[src/design/mlws_pkg.sv]
// Package for the multi-layer watchdog supervisor: constants, codes and shared types.
// No dependencies; every other file of the block imports it.
`timescale 1ns / 1ps

package mlws_pkg;

  // Structure
  localparam int LAYER_COUNT = 4;   // supervised layers, 1..8
  localparam int COUNT_WIDTH = 16;  // silence counter width, 8..32
  localparam int MAX_LAYERS  = 8;   // padded layer vector width

  // Field widths
  localparam int KIND_W    = 3;
  localparam int MASK_W    = 4;
  localparam int ADC_W     = 10;
  localparam int CAUSE_W   = 2;
  localparam int MODE_W    = 2;
  localparam int FAULT_W   = 3;
  localparam int TEMP_W    = 12;
  localparam int WDT_W     = 8;
  localparam int TIMEOUT_W = 16;
  localparam int LOCKOUT_W = 8;
  localparam int LEVEL_W   = 12;
  localparam int IN_DATA_W  = 24;
  localparam int OUT_DATA_W = 40;

  // Register map
  localparam int APB_ADDR_W = 4;
  localparam int APB_DATA_W = 32;
  localparam logic [1:0] REG_TIMEOUT  = 2'd0;
  localparam logic [1:0] REG_LOCKOUT  = 2'd1;
  localparam logic [1:0] REG_WARN     = 2'd2;
  localparam logic [1:0] REG_CRITICAL = 2'd3;

  localparam logic [TIMEOUT_W-1:0] TIMEOUT_RST  = 16'd2000;
  localparam logic [LOCKOUT_W-1:0] LOCKOUT_RST  = 8'd3;
  localparam logic [LEVEL_W-1:0]   WARN_RST     = 12'd700;
  localparam logic [LEVEL_W-1:0]   CRITICAL_RST = 12'd850;

  // Item kinds
  localparam logic [KIND_W-1:0] KIND_TICK  = 3'd0;
  localparam logic [KIND_W-1:0] KIND_FEED  = 3'd1;
  localparam logic [KIND_W-1:0] KIND_EMERG = 3'd2;
  localparam logic [KIND_W-1:0] KIND_CLEAR = 3'd3;
  localparam logic [KIND_W-1:0] KIND_BOOT  = 3'd4;

  // Reset causes
  localparam logic [CAUSE_W-1:0] CAUSE_WDT = 2'd0;
  localparam logic [CAUSE_W-1:0] CAUSE_POR = 2'd1;

  // Safe states
  localparam logic [MODE_W-1:0] MODE_OK      = 2'd0;
  localparam logic [MODE_W-1:0] MODE_WARN    = 2'd1;
  localparam logic [MODE_W-1:0] MODE_CRIT    = 2'd2;
  localparam logic [MODE_W-1:0] MODE_LOCKOUT = 2'd3;

  // Error codes
  localparam logic [FAULT_W-1:0] FAULT_NONE     = 3'd0;
  localparam logic [FAULT_W-1:0] FAULT_WDT      = 3'd1;
  localparam logic [FAULT_W-1:0] FAULT_OVERHEAT = 3'd2;
  localparam logic [FAULT_W-1:0] FAULT_TIMEOUT  = 3'd3;
  localparam logic [FAULT_W-1:0] FAULT_GENERIC  = 3'd4;

  // Temperature conversion: ((adc*1100>>10) - 500)*100/324 + 250
  localparam logic [10:0] ADC_SCALE_MV = 11'd1100;
  localparam logic [10:0] MV_OFFSET    = 11'd500;
  localparam logic [6:0]  TEMP_SCALE   = 7'd100;
  // x/324 == (x*51782)>>24 exactly for x below 110376; x peaks at 59800
  localparam logic [15:0] DIV_RECIP    = 16'd51782;
  localparam logic signed [10:0] TEMP_BIAS = 11'sd250;

  localparam logic [COUNT_WIDTH-1:0] CNT_MAX = '1;
  localparam logic [WDT_W-1:0]       WDT_MAX = '1;

  typedef struct packed {
    logic [TIMEOUT_W-1:0] timeout;
    logic [LOCKOUT_W-1:0] lockout;
    logic [LEVEL_W-1:0]   warn;
    logic [LEVEL_W-1:0]   crit;
  } cfg_t;

  typedef struct packed {
    logic capture;  // load the input item
    logic mv;       // adc to millivolts
    logic scale;    // offset and scale by 100
    logic div;      // reciprocal multiply
    logic commit;   // update state, load result register
  } cmd_t;

  typedef struct packed {
    logic out_free;
  } sts_t;

endpackage

[src/design/mlws_cfg.sv]
// APB register file of the supervisor: timeout, lockout threshold, thermal levels.
// Depends on mlws_pkg.
`timescale 1ns / 1ps

module mlws_cfg (
  input  logic                               clk_i,
  input  logic                               rst_ni,
  input  logic                               psel,
  input  logic                               penable,
  input  logic                               pwrite,
  input  logic [mlws_pkg::APB_ADDR_W-1:0]    paddr,
  input  logic [mlws_pkg::APB_DATA_W-1:0]    pwdata,
  output logic [mlws_pkg::APB_DATA_W-1:0]    prdata,
  output logic                               pready,
  output mlws_pkg::cfg_t                     cfg_o
);
  import mlws_pkg::*;

  cfg_t cfg_q;
  logic wr_en;

  assign pready = 1'b1;
  assign wr_en  = psel & penable & pwrite;
  assign cfg_o  = cfg_q;

  always_ff @(posedge clk_i or negedge rst_ni) begin
    if (!rst_ni) begin
      cfg_q.timeout <= TIMEOUT_RST;
      cfg_q.lockout <= LOCKOUT_RST;
      cfg_q.warn    <= WARN_RST;
      cfg_q.crit    <= CRITICAL_RST;
    end else if (wr_en) begin
      unique case (paddr[3:2])
        REG_TIMEOUT:  cfg_q.timeout <= pwdata[TIMEOUT_W-1:0];
        REG_LOCKOUT:  cfg_q.lockout <= pwdata[LOCKOUT_W-1:0];
        REG_WARN:     cfg_q.warn    <= pwdata[LEVEL_W-1:0];
        REG_CRITICAL: cfg_q.crit    <= pwdata[LEVEL_W-1:0];
        default: ;
      endcase
    end
  end

  always_comb begin
    unique case (paddr[3:2])
      REG_TIMEOUT:  prdata = APB_DATA_W'(cfg_q.timeout);
      REG_LOCKOUT:  prdata = APB_DATA_W'(cfg_q.lockout);
      REG_WARN:     prdata = APB_DATA_W'(cfg_q.warn);
      REG_CRITICAL: prdata = APB_DATA_W'(cfg_q.crit);
      default:      prdata = '0;
    endcase
  end

endmodule

[src/design/mlws_ctrl.sv]
// Sequencer of the supervisor: accepts an item, steps the conversion, commits.
// Depends on mlws_pkg.
`timescale 1ns / 1ps

module mlws_ctrl (
  input  logic            clk_i,
  input  logic            rst_ni,
  input  logic            in_valid_i,
  output logic            in_ready_o,
  input  mlws_pkg::sts_t  sts_i,
  output mlws_pkg::cmd_t  cmd_o
);
  import mlws_pkg::*;

  localparam logic [2:0] ST_IDLE  = 3'd0;
  localparam logic [2:0] ST_MV    = 3'd1;
  localparam logic [2:0] ST_SCALE = 3'd2;
  localparam logic [2:0] ST_DIV   = 3'd3;
  localparam logic [2:0] ST_EXEC  = 3'd4;

  logic [2:0] state_q, state_d;

  assign in_ready_o = (state_q == ST_IDLE);

  always_comb begin
    state_d = state_q;
    cmd_o   = '0;
    unique case (state_q)
      ST_IDLE: begin
        if (in_valid_i) begin
          cmd_o.capture = 1'b1;
          state_d       = ST_MV;
        end
      end
      ST_MV: begin
        cmd_o.mv = 1'b1;
        state_d  = ST_SCALE;
      end
      ST_SCALE: begin
        cmd_o.scale = 1'b1;
        state_d     = ST_DIV;
      end
      ST_DIV: begin
        cmd_o.div = 1'b1;
        state_d   = ST_EXEC;
      end
      ST_EXEC: begin
        if (sts_i.out_free) begin
          cmd_o.commit = 1'b1;
          state_d      = ST_IDLE;
        end
      end
      default: state_d = ST_IDLE;
    endcase
  end

  always_ff @(posedge clk_i or negedge rst_ni) begin
    if (!rst_ni) begin
      state_q <= ST_IDLE;
    end else begin
      state_q <= state_d;
    end
  end

endmodule

[src/design/mlws_dpath.sv]
// Datapath of the supervisor: temperature conversion stages, supervisor state,
// layer silence counters and the result register. Depends on mlws_pkg.
`timescale 1ns / 1ps

module mlws_dpath (
  input  logic                                  clk_i,
  input  logic                                  rst_ni,
  input  mlws_pkg::cmd_t                        cmd_i,
  output mlws_pkg::sts_t                        sts_o,
  input  mlws_pkg::cfg_t                        cfg_i,
  input  logic [mlws_pkg::KIND_W-1:0]           kind_i,
  input  logic [mlws_pkg::MASK_W-1:0]           mask_i,
  input  logic                                  temp_valid_i,
  input  logic [mlws_pkg::ADC_W-1:0]            adc_i,
  input  logic [mlws_pkg::CAUSE_W-1:0]          cause_i,
  output logic                                  out_valid_o,
  input  logic                                  out_ready_i,
  output logic [mlws_pkg::OUT_DATA_W-1:0]       out_data_o
);
  import mlws_pkg::*;

  // captured item
  logic [KIND_W-1:0]  kind_q;
  logic [MASK_W-1:0]  mask_q;
  logic               tvalid_q;
  logic [ADC_W-1:0]   adc_q;
  logic [CAUSE_W-1:0] cause_q;

  // conversion stages
  logic [20:0] mv_prod;
  logic [10:0] mv_q;
  logic        mv_low;
  logic        neg_q;
  logic [9:0]  mag;
  logic [16:0] scl_prod;
  logic [15:0] x_q;
  logic [31:0] div_prod;
  logic [7:0]  quo_q;
  logic signed [10:0] t_val;
  logic [TEMP_W-1:0]  t_conv;

  // supervisor state
  logic [MODE_W-1:0]      mode_q, mode_d;
  logic [FAULT_W-1:0]     fault_q, fault_d;
  logic                   latch_q, latch_d;
  logic [LAYER_COUNT-1:0] active_q, active_d;
  logic [COUNT_WIDTH-1:0] silence_q [LAYER_COUNT];
  logic [COUNT_WIDTH-1:0] silence_d [LAYER_COUNT];
  logic [TEMP_W-1:0]      temp_q, temp_d;
  logic [WDT_W-1:0]       wdt_q, wdt_d;
  logic                   kick_d;
  logic [COUNT_WIDTH-1:0] cnt_inc;
  logic [WDT_W-1:0]       wdt_inc;
  logic [MAX_LAYERS-1:0]  mask_ext;
  logic [MAX_LAYERS-1:0]  act_ext;
  logic                   is_safe_d;
  logic                   thermal_ok_d;

  logic                   out_valid_q;
  logic [OUT_DATA_W-1:0]  out_data_q;

  assign sts_o.out_free = ~out_valid_q | out_ready_i;
  assign out_valid_o    = out_valid_q;
  assign out_data_o     = out_data_q;

  // stage arithmetic
  assign mv_prod  = 21'(adc_q) * 21'(ADC_SCALE_MV);
  assign mv_low   = (mv_q < MV_OFFSET);
  assign mag      = mv_low ? 10'(MV_OFFSET - mv_q) : 10'(mv_q - MV_OFFSET);
  assign scl_prod = 17'(mag) * 17'(TEMP_SCALE);
  assign div_prod = 32'(x_q) * 32'(DIV_RECIP);
  assign t_val    = neg_q ? (TEMP_BIAS - $signed({3'b000, quo_q}))
                          : (TEMP_BIAS + $signed({3'b000, quo_q}));
  assign t_conv   = (t_val > 11'sd0) ? TEMP_W'($unsigned(t_val))
                                     : TEMP_W'($unsigned(TEMP_BIAS));

  always_ff @(posedge clk_i) begin
    if (cmd_i.capture) begin
      kind_q   <= kind_i;
      mask_q   <= mask_i;
      tvalid_q <= temp_valid_i;
      adc_q    <= adc_i;
      cause_q  <= cause_i;
    end
    if (cmd_i.mv) begin
      mv_q <= mv_prod[20:10];
    end
    if (cmd_i.scale) begin
      neg_q <= mv_low;
      x_q   <= scl_prod[15:0];
    end
    if (cmd_i.div) begin
      quo_q <= div_prod[31:24];
    end
  end

  // next state of the supervisor
  always_comb begin
    mode_d   = mode_q;
    fault_d  = fault_q;
    latch_d  = latch_q;
    active_d = active_q;
    temp_d   = temp_q;
    wdt_d    = wdt_q;
    kick_d   = 1'b0;
    cnt_inc  = '0;
    for (int i = 0; i < LAYER_COUNT; i++) begin
      silence_d[i] = silence_q[i];
    end
    mask_ext = '0;
    mask_ext[MASK_W-1:0] = mask_q;
    wdt_inc = (wdt_q == WDT_MAX) ? wdt_q : wdt_q + 8'd1;

    case (kind_q)
      KIND_TICK: begin
        if (tvalid_q) begin
          temp_d = t_conv;
          if (t_conv > cfg_i.crit) begin
            fault_d = FAULT_OVERHEAT;
            mode_d  = MODE_CRIT;
          end else if (t_conv > cfg_i.warn) begin
            mode_d = MODE_WARN;
          end else if (mode_q != MODE_LOCKOUT && fault_q != FAULT_OVERHEAT) begin
            mode_d = MODE_OK;
          end
        end
        // each layer is its own lane; any timeout latches the fault
        for (int i = 0; i < LAYER_COUNT; i++) begin
          if (active_q[i]) begin
            cnt_inc = (silence_q[i] == CNT_MAX) ? silence_q[i]
                                                : silence_q[i] + 1'b1;
            silence_d[i] = cnt_inc;
            if (32'(cnt_inc) > 32'(cfg_i.timeout)) begin
              fault_d = FAULT_TIMEOUT;
              mode_d  = MODE_CRIT;
              latch_d = 1'b1;
            end
          end
        end
        kick_d = (mode_d == MODE_OK) || (mode_d == MODE_WARN);
      end
      KIND_FEED: begin
        for (int i = 0; i < LAYER_COUNT; i++) begin
          if (mask_ext[i]) begin
            silence_d[i] = '0;
            active_d[i]  = 1'b1;
          end
        end
      end
      KIND_EMERG: begin
        latch_d  = 1'b1;
        mode_d   = MODE_CRIT;
        fault_d  = FAULT_GENERIC;
        active_d = '0;
      end
      KIND_CLEAR: begin
        if (mode_q != MODE_LOCKOUT && temp_q < cfg_i.warn) begin
          latch_d = 1'b0;
          if (fault_q == FAULT_OVERHEAT) begin
            fault_d = FAULT_NONE;
            mode_d  = MODE_OK;
          end
        end
      end
      KIND_BOOT: begin
        mode_d  = MODE_OK;
        fault_d = FAULT_NONE;
        latch_d = 1'b0;
        temp_d  = '0;
        if (cause_q == CAUSE_WDT) begin
          wdt_d   = wdt_inc;
          fault_d = FAULT_WDT;
          mode_d  = (wdt_inc >= cfg_i.lockout) ? MODE_LOCKOUT : MODE_WARN;
        end else if (cause_q == CAUSE_POR) begin
          wdt_d = '0;
        end
        for (int i = 0; i < LAYER_COUNT; i++) begin
          silence_d[i] = '0;
        end
        active_d = '1;
      end
      default: ;
    endcase

    act_ext = '0;
    act_ext[LAYER_COUNT-1:0] = active_d;
    is_safe_d    = (mode_d != MODE_CRIT) && (mode_d != MODE_LOCKOUT) && !latch_d;
    thermal_ok_d = (temp_d < cfg_i.warn);
  end

  always_ff @(posedge clk_i or negedge rst_ni) begin
    if (!rst_ni) begin
      mode_q   <= MODE_OK;
      fault_q  <= FAULT_NONE;
      latch_q  <= 1'b0;
      active_q <= '0;
      temp_q   <= '0;
      wdt_q    <= '0;
      for (int i = 0; i < LAYER_COUNT; i++) begin
        silence_q[i] <= '0;
      end
    end else if (cmd_i.commit) begin
      mode_q   <= mode_d;
      fault_q  <= fault_d;
      latch_q  <= latch_d;
      active_q <= active_d;
      temp_q   <= temp_d;
      wdt_q    <= wdt_d;
      for (int i = 0; i < LAYER_COUNT; i++) begin
        silence_q[i] <= silence_d[i];
      end
    end
  end

  // result register
  always_ff @(posedge clk_i or negedge rst_ni) begin
    if (!rst_ni) begin
      out_valid_q <= 1'b0;
    end else if (cmd_i.commit) begin
      out_valid_q <= 1'b1;
    end else if (out_ready_i) begin
      out_valid_q <= 1'b0;
    end
  end

  always_ff @(posedge clk_i) begin
    if (cmd_i.commit) begin
      out_data_q <= {7'b0, thermal_ok_d, kick_d, wdt_d, temp_d, act_ext[MASK_W-1:0],
                     latch_d, is_safe_d, fault_d, mode_d};
    end
  end

endmodule

[src/design/multi_layer_watchdog_supervisor_core.sv]
// Top level of the multi-layer watchdog supervisor: APB registers, sequencer, datapath.
// Depends on mlws_pkg, mlws_cfg, mlws_ctrl and mlws_dpath.
//
//   channel   direction  handshake                 payload
//   s_axis    in         tvalid/tready             tuser = kind, tdata = item fields
//   m_axis    out        tvalid/tready             tdata = status fields
//   apb       in/out     psel/penable, pready = 1  four config registers at 0x0..0xC
//
// An item passes through an accept step, then the millivolt, scale and
// reciprocal-multiply stages of the temperature conversion and a commit step.
// The constant multiplies of the conversion set these stages.
// A waiting result sits in the output register while the next item is accepted;
// the commit step stalls only while that register is still full.
// rst_ni clears state, counters, config and out_valid at once; data regs are not reset.
`timescale 1ns / 1ps

module multi_layer_watchdog_supervisor_core (
  input  logic                                clk_i,
  input  logic                                rst_ni,
  // item input
  input  logic                                s_axis_tvalid_i,
  output logic                                s_axis_tready_o,
  // [3:0] feed_mask, [4] temp_valid, [14:5] adc_reading, [16:15] reset_cause
  input  logic [mlws_pkg::IN_DATA_W-1:0]      s_axis_tdata_i,
  // [2:0] kind
  input  logic [mlws_pkg::KIND_W-1:0]         s_axis_tuser_i,
  // status output
  output logic                                m_axis_tvalid_o,
  input  logic                                m_axis_tready_i,
  // [1:0] sup_mode, [4:2] fault_code, [5] is_safe, [6] latched,
  // [10:7] layers_active, [22:11] temperature, [30:23] resets_seen,
  // [31] kick, [32] thermal_ok
  output logic [mlws_pkg::OUT_DATA_W-1:0]     m_axis_tdata_o,
  // configuration
  input  logic                                psel,
  input  logic                                penable,
  input  logic                                pwrite,
  input  logic [mlws_pkg::APB_ADDR_W-1:0]     paddr,
  input  logic [mlws_pkg::APB_DATA_W-1:0]     pwdata,
  output logic [mlws_pkg::APB_DATA_W-1:0]     prdata,
  output logic                                pready
);
  import mlws_pkg::*;

  cfg_t cfg;
  cmd_t cmd;
  sts_t sts;

  mlws_cfg u_cfg (
    .clk_i   (clk_i),
    .rst_ni  (rst_ni),
    .psel    (psel),
    .penable (penable),
    .pwrite  (pwrite),
    .paddr   (paddr),
    .pwdata  (pwdata),
    .prdata  (prdata),
    .pready  (pready),
    .cfg_o   (cfg)
  );

  // sequencer: one item in flight
  mlws_ctrl u_ctrl (
    .clk_i      (clk_i),
    .rst_ni     (rst_ni),
    .in_valid_i (s_axis_tvalid_i),
    .in_ready_o (s_axis_tready_o),
    .sts_i      (sts),
    .cmd_o      (cmd)
  );

  // item fields unpacked straight from tdata
  mlws_dpath u_dpath (
    .clk_i        (clk_i),
    .rst_ni       (rst_ni),
    .cmd_i        (cmd),
    .sts_o        (sts),
    .cfg_i        (cfg),
    .kind_i       (s_axis_tuser_i),
    .mask_i       (s_axis_tdata_i[3:0]),
    .temp_valid_i (s_axis_tdata_i[4]),
    .adc_i        (s_axis_tdata_i[14:5]),
    .cause_i      (s_axis_tdata_i[16:15]),
    .out_valid_o  (m_axis_tvalid_o),
    .out_ready_i  (m_axis_tready_i),
    .out_data_o   (m_axis_tdata_o)
  );

endmodule
[config.mk]
export PLATFORM = sky130hd
export DESIGN_NAME = multi_layer_watchdog_supervisor_core
export DESIGN_NICKNAME = d
export VERILOG_FILES = /design/src/design/mlws_pkg.sv /design/src/design/mlws_cfg.sv /design/src/design/mlws_ctrl.sv /design/src/design/mlws_dpath.sv /design/src/design/multi_layer_watchdog_supervisor_core.sv
export SDC_FILE = /design/constraint.sdc
export NUM_CORES = 1
export LEC_CHECK = 0
export BUFFER_PORTS_ARGS = -buffer_cell sky130_fd_sc_hd__buf_2
export CAP_MARGIN = 20
export CORE_MARGIN = 1
export CORE_UTILIZATION = 56
export CTS_CLUSTER_DIAMETER = 40
export DETAILED_ROUTE_END_ITERATION = 12
export GPL_ROUTABILITY_DRIVEN = 0
export GPL_TIMING_DRIVEN = 0
export MAX_ROUTING_LAYER = met4
export PLACE_DENSITY_LB_ADDON = 0.25
export SLEW_MARGIN = 5
export SYNTH_ARGS = -nofsm -noshare
export SYNTH_HDL_FRONTEND = slang
export SYNTH_SLANG_ARGS = --single-unit
[constraint.sdc]
create_clock -name clk_i -period 5.8 [get_ports clk_i]
set_input_delay 0 -clock clk_i [delete_from_list [all_inputs] [get_ports clk_i]]
set_output_delay 0 -clock clk_i [all_outputs]
set_load 0.01 [all_outputs]
* Word level (Yosys, flattened, before mapping)
Cells that the tools add are included.
W data, S select, Z words.
** Word-level totals
- Register bits :: 233
- Bits of input ports :: 70
- Output and inout bits :: 75
- Word-level logic and storage cells :: 193
** Cells by class
- Add/subtract/negate cells :: 9
- Multiply operators :: 3
- Order comparisons :: 11
- Equality and inequality tests :: 33
- Multiplexer cells :: 84
- Bitwise gates (word level) :: 4
- Reductions and logical operators :: 22
** Operators with widths (number)
- $mux W16 :: 12
- $pmux W64 S3 :: 1
- $pmux W32 S4 :: 1
- $add A16 B1 Y16 const B :: 4
- $eq A16 B16 Y1 const B :: 4
- $gt A16 B16 Y1 :: 4
- $mux W3 :: 15
- $mux W2 :: 18
- $mux W8 :: 4
- $mul A14 B15 Y29 const B :: 1
- $gt A12 B12 Y1 :: 2
- $lt A12 B12 Y1 :: 2
- $pmux W12 S2 :: 1
- $mux W1 :: 23
- $mux W11 :: 2
- $mul A10 B9 Y19 const B :: 1
- $ne A2 B1 Y1 const B :: 8
- $reduce_and A4 Y1 :: 4
- $eq A3 B2 Y1 const B :: 5
- $pmux W3 S5 :: 1
- $mul A10 B5 Y14 const B :: 1
- $mux W12 :: 1
- $pmux W3 S4 :: 1
- $pmux W4 S3 :: 1
- other kinds (29) :: 49

* Depth between registers and ports, before layout
- Depth after elaboration :: 22
- Gate-level depth with buffers :: 22
- Mapped depth without buffers :: 22

* Modules after synthesis
From an unflattened synthesis, not the netlist that was laid out.
** Second synthesis, totals
- Cells, all modules :: 1919
- Area, all modules :: 19426.1 µm²
** By module, submodules not included
- mlws_dpath :: times used 1, cells each 1747, area each 16874.9 µm², sequential area each 4989.8 µm²
- mlws_cfg :: times used 1, cells each 153, area each 2352.3 µm², sequential area each 1224.9 µm²
- mlws_ctrl :: times used 1, cells each 19, area each 198.9 µm², sequential area each 75.1 µm²

* Least setup slack after synthesis
Ideal clock, no wire load.
- Path kind :: register to register
- Start :: register u_dpath.x_q[14]
- End :: register u_dpath.quo_q[7] (data pin)
- Library setup time :: 0.260 ns
- Arrival :: 4.822 ns
- Data required time :: 5.540 ns
- Setup slack :: 0.718 ns
- Stages on the path, launching flop included :: 18
- Path buffers :: 0
- Clock period less this slack :: 5.082 ns
- Cells stage by stage :: edfxtp_1 -> inv_1 -> ha_1 -> fa_1 -> inv_1 -> ha_1 -> fa_1 -> fa_1 -> fa_1 -> ha_1 -> and4_1 -> nand4_1 -> o21ai_0 -> o2111ai_1 -> a311oi_1 -> a211o_1 -> a21oi_1 -> xnor2_1
** On the way
- Cells in the longest elaborated chain, start to end :: 1
** RTL lines
- from (decl) :: RTL line mlws_dpath.sv:36 : logic [15:0] x_q;
- from (signal assigned) :: RTL line mlws_dpath.sv:90 : x_q <= scl_prod[15:0];
- $mul A14 B15 Y29 :: RTL line mlws_dpath.sv:71 : assign div_prod = 32'(x_q) * 32'(DIV_RECIP);
- via u_dpath.div_prod[31] :: RTL line mlws_dpath.sv:37 : logic [31:0] div_prod;
- to (signal assigned) :: RTL line mlws_dpath.sv:93 : quo_q <= div_prod[31:24];
- to (decl) :: RTL line mlws_dpath.sv:38 : logic [7:0] quo_q;
The timed path passes the listed nets, and every way through them passes these cells.
A chain may end at the register's enable or synchronous reset.

* Final worst setup path
Same ends and word-level chain as after synthesis.

==> flow_metrics.env <==
export IMPL_routed_wl_mm=47.3
export IMPL_yosysTopAreaCell="ha_1"
export IMPL_grt_max_degree=77
export IMPL_ant_nets=0
export IMPL_antenna_found_initial=0
export IMPL_drc=0
export IMPL_ys_dominant_reg_cell="dfrtp_1"
export IMPL_post_cts_buffers=0
export IMPL_crit_chain="inv_1 -> ha_1 -> fa_1 -> inv_1 -> ha_1 -> fa_1 -> fa_1 -> fa_1 -> ha_1 -> and4_1 -> nand4_1 -> o21ai_0 -> o2111ai_2 -> a311oi_2 -> a211o_1 -> a21oi_1 -> xnor2_1"
export IMPL_globalRouteOverflowTotal=0
export IMPL_numPortBuffers=94
export IMPL_synth_top_cell_area_share_pct=20.9
export IMPL_htree_num_levels=2
export IMPL_cp_slowest_stage_delay_ns=0.57
export IMPL_end_kind="register"
export IMPL_crit_top_cell="fa_1"
export IMPL_clk_pin_slew_worst_paths_ns=0.05
export IMPL_async_flop_share_pct=62.7
export IMPL_finalSetupViolations=0
export IMPL_avgSynthCellArea_sq_um=9.89
export IMPL_min_period_over_period_pct=95.6
export IMPL_grt_pass1_vias=15500
export IMPL_critPathArrivalTime_ns=5.80
export IMPL_drv_cap=0
export IMPL_path_delay_family="adder cells"
export IMPL_first_pass_iters=7
export IMPL_area_growth_pct=15.1
export IMPL_clock_latency_ns=0.53
export IMPL_critPathBufInv=2
export IMPL_grtUsageTotal_pct=28.4
export IMPL_netlist_area_sq_um=19100
export IMPL_vias_per_cell=5.92
export IMPL_nets=2576
export IMPL_critPathSlowestCell="fa_1"
export IMPL_die_y_um=187
export IMPL_cp_required_ns=6.06
export IMPL_synth_edf_count=87
export IMPL_initial_utilization_pct=56.9
export IMPL_synth_seq_cells=233
export IMPL_r2r_start="u_dpath.x_q[14]$_DFFE_PN_"
export IMPL_status="finished, final reports clean"
export IMPL_cts_buffers_inserted=37
export IMPL_core_area_sq_um=33500
export IMPL_synth_area_top_cells="ha_1, dfrtp_1, edfxtp_1"
export IMPL_place_hpwl_mm=36.2
export IMPL_r2r_slack_ns=0.26
export IMPL_drive_gt1_share_pct=12.7
export IMPL_grt_pass1_wl_mm=77.6
export IMPL_slew_headroom_pct=29.9
export IMPL_crit_type="reg -> reg"
export IMPL_dieArea_sq_um=34800
export IMPL_antennaDiodeCount=0
export IMPL_netlist_instances=1931
export IMPL_min_period_ns=5.54
export IMPL_ctsLongestPathBuffers=3
export IMPL_startpoint="u_dpath.x_q[14]$_DFFE_PN_"
export IMPL_yosysSeqAreaShare_pct=32.9
export IMPL_slew_violations=0
export IMPL_wl_per_cell_um=18.2
export IMPL_yosysUniqueCellTypes=73
export IMPL_vias=15400
export IMPL_clock_sinks=233
export IMPL_clockRootBuffer="clkbuf_16"
export IMPL_drt_iter0_markers=1255
export IMPL_rows=67
export IMPL_timing_fmax_ghz=0.180
export IMPL_reg2reg_depth=17
export IMPL_fin_skew_ns=0.0210
export IMPL_finalHoldViolCount=0
export IMPL_worstHoldPathType="in -> async"
export IMPL_start_kind="register"
export IMPL_synth_warnings=0
export IMPL_rsz0062_at_grt="false"
export IMPL_io_pins=145
export IMPL_fill_cells=2621
export IMPL_critPathMaxFanout=6
export IMPL_tns_ns=0
export IMPL_r2r_end="u_dpath.quo_q[7]$_DFFE_PP_"
export IMPL_worst_pin_slew_ns=1.05
export IMPL_cts_tree="built"
export IMPL_chipWidth_um=187
## registers in the layout, summed over array words and instances, names as in the netlist, 4 cells and up
name	cells
u_dpath.silence_q	64
u_cfg.cfg_o	48
u_dpath.out_data_o	33
u_dpath.x_q	14
u_dpath.temp_q	12
u_dpath.mv_q	11
u_dpath.adc_q	10
u_dpath.quo_q	8
u_dpath.wdt_q	8
u_dpath.active_q	4
u_dpath.mask_q	4
## layout make-up
| type | count | area (sq um) | area share, % |
|---|---|---|---|
| multi-input combinational | 1445 | 11800 | 53.6 |
| inverter | 203 | 762 | 3.47 |
| timing repair buffer | 136 | 925 | 4.21 |
| clock inverter | 23 | 307 | 1.39 |
| clock buffer | 44 | 983 | 4.47 |
| tap | 448 | 561 | 2.55 |
| buffer | 74 | 375 | 1.71 |
| sequential | 233 | 6290 | 28.6 |
## per-stage QoR
step                util (%)  hold WS, ns  setup WS [ns]  area, sq um  instances
detailed placement      60.5       0.0693         0.0657        20300       2499
floorplan                  -       -0.296          0.718        19200       1955
global route            65.5        0.115         0.0180        22000       2606
CTS                     65.5       0.0626         0.0568        22000       2606
finish                  65.5       0.0661          0.258        22000       2606
global placement        60.3        0.178          0.187        20200       2497
## worst register-to-register path: cells and delay by family (launching register included)
family,cells,cell delay [ns]
fa+ha+maj,7,3.01
compound gates,5,1.18
flops,1,0.53
simple gates,2,0.31
buf+inv,2,0.13
xor+xnor,1,0.13
## logic make-up after synthesis
| group | share of synthesized area (%) |
|---|---|
| AOI/OAI and AO/OA | 14.1 |
| xor gates and xnor gates | 4.04 |
| adders and majority gates | 26.9 |
| buffers and inverters | 5.95 |
| DFF | 32.9 |
| muxes | 3.39 |
| other | 0.0393 |
| and+or+nand+nor | 12.7 |
## layer usage
layer,vias up,share of wire [%],routed length [um],global-route usage (%)
met3,129,6.0,2820,4.19
met5,-,0,0,-
met4,0,4.1,1920,11.8
li1,7295,-,-,-
met2,525,49,23000,47.2
met1,7470,41,19600,34.6
## cell usage after synthesis (all sizes together), types with 31 or more instances
cell / number
ha: 319
inv: 202
nand2: 177
dfrtp: 127
nor2: 111
o21ai: 107
edfxtp: 87
a21oi: 86
xnor2: 59
fa: 57
nand3: 50
clkbuf: 41
mux2: 37
buf: 33
nand4: 33
a22o: 31
## layout by cell type (no fill, tap or decap), drive strengths merged, types with 33 or more instances in the layout
| cell | count |
|---|---|
| nor2 | 111 |
| xnor2 | 59 |
| nand2 | 177 |
| nand4 | 33 |
| o21ai | 107 |
| dfrtp | 127 |
| clkbuf | 85 |
| nand3 | 50 |
| fa | 57 |
| dlygate4sd3 | 40 |
| inv | 208 |
| mux2 | 37 |
| ha | 319 |
| edfxtp | 87 |
| buf | 129 |
| a21oi | 86 |
## repair_timing
| item | 4_1_cts | 5_1_grt |
|---|---|---|
| hold buffers | 40 | 0 |
| setup endpoints to repair | 0 | 2 |
| resized for setup | 0 | 2 |
| endpoints found under the hold margin | 141 | 0 |
## how the worst max path moves through the flow
stage / endpoint / cells after the start
floorplan: u_dpath.quo_q[7]$_DFFE_PP_ / 17
global placement: u_dpath.quo_q[7]$_DFFE_PP_ / 17
detailed placement: u_dpath.quo_q[7]$_DFFE_PP_ / 17
CTS: u_dpath.quo_q[7]$_DFFE_PP_ / 17
global route: u_dpath.quo_q[7]$_DFFE_PP_ / 17
finish: u_dpath.quo_q[7]$_DFFE_PP_ / 17
Power is not shown: default switching activity piles up to over one toggle a cycle in this logic, so the estimate is an artifact.
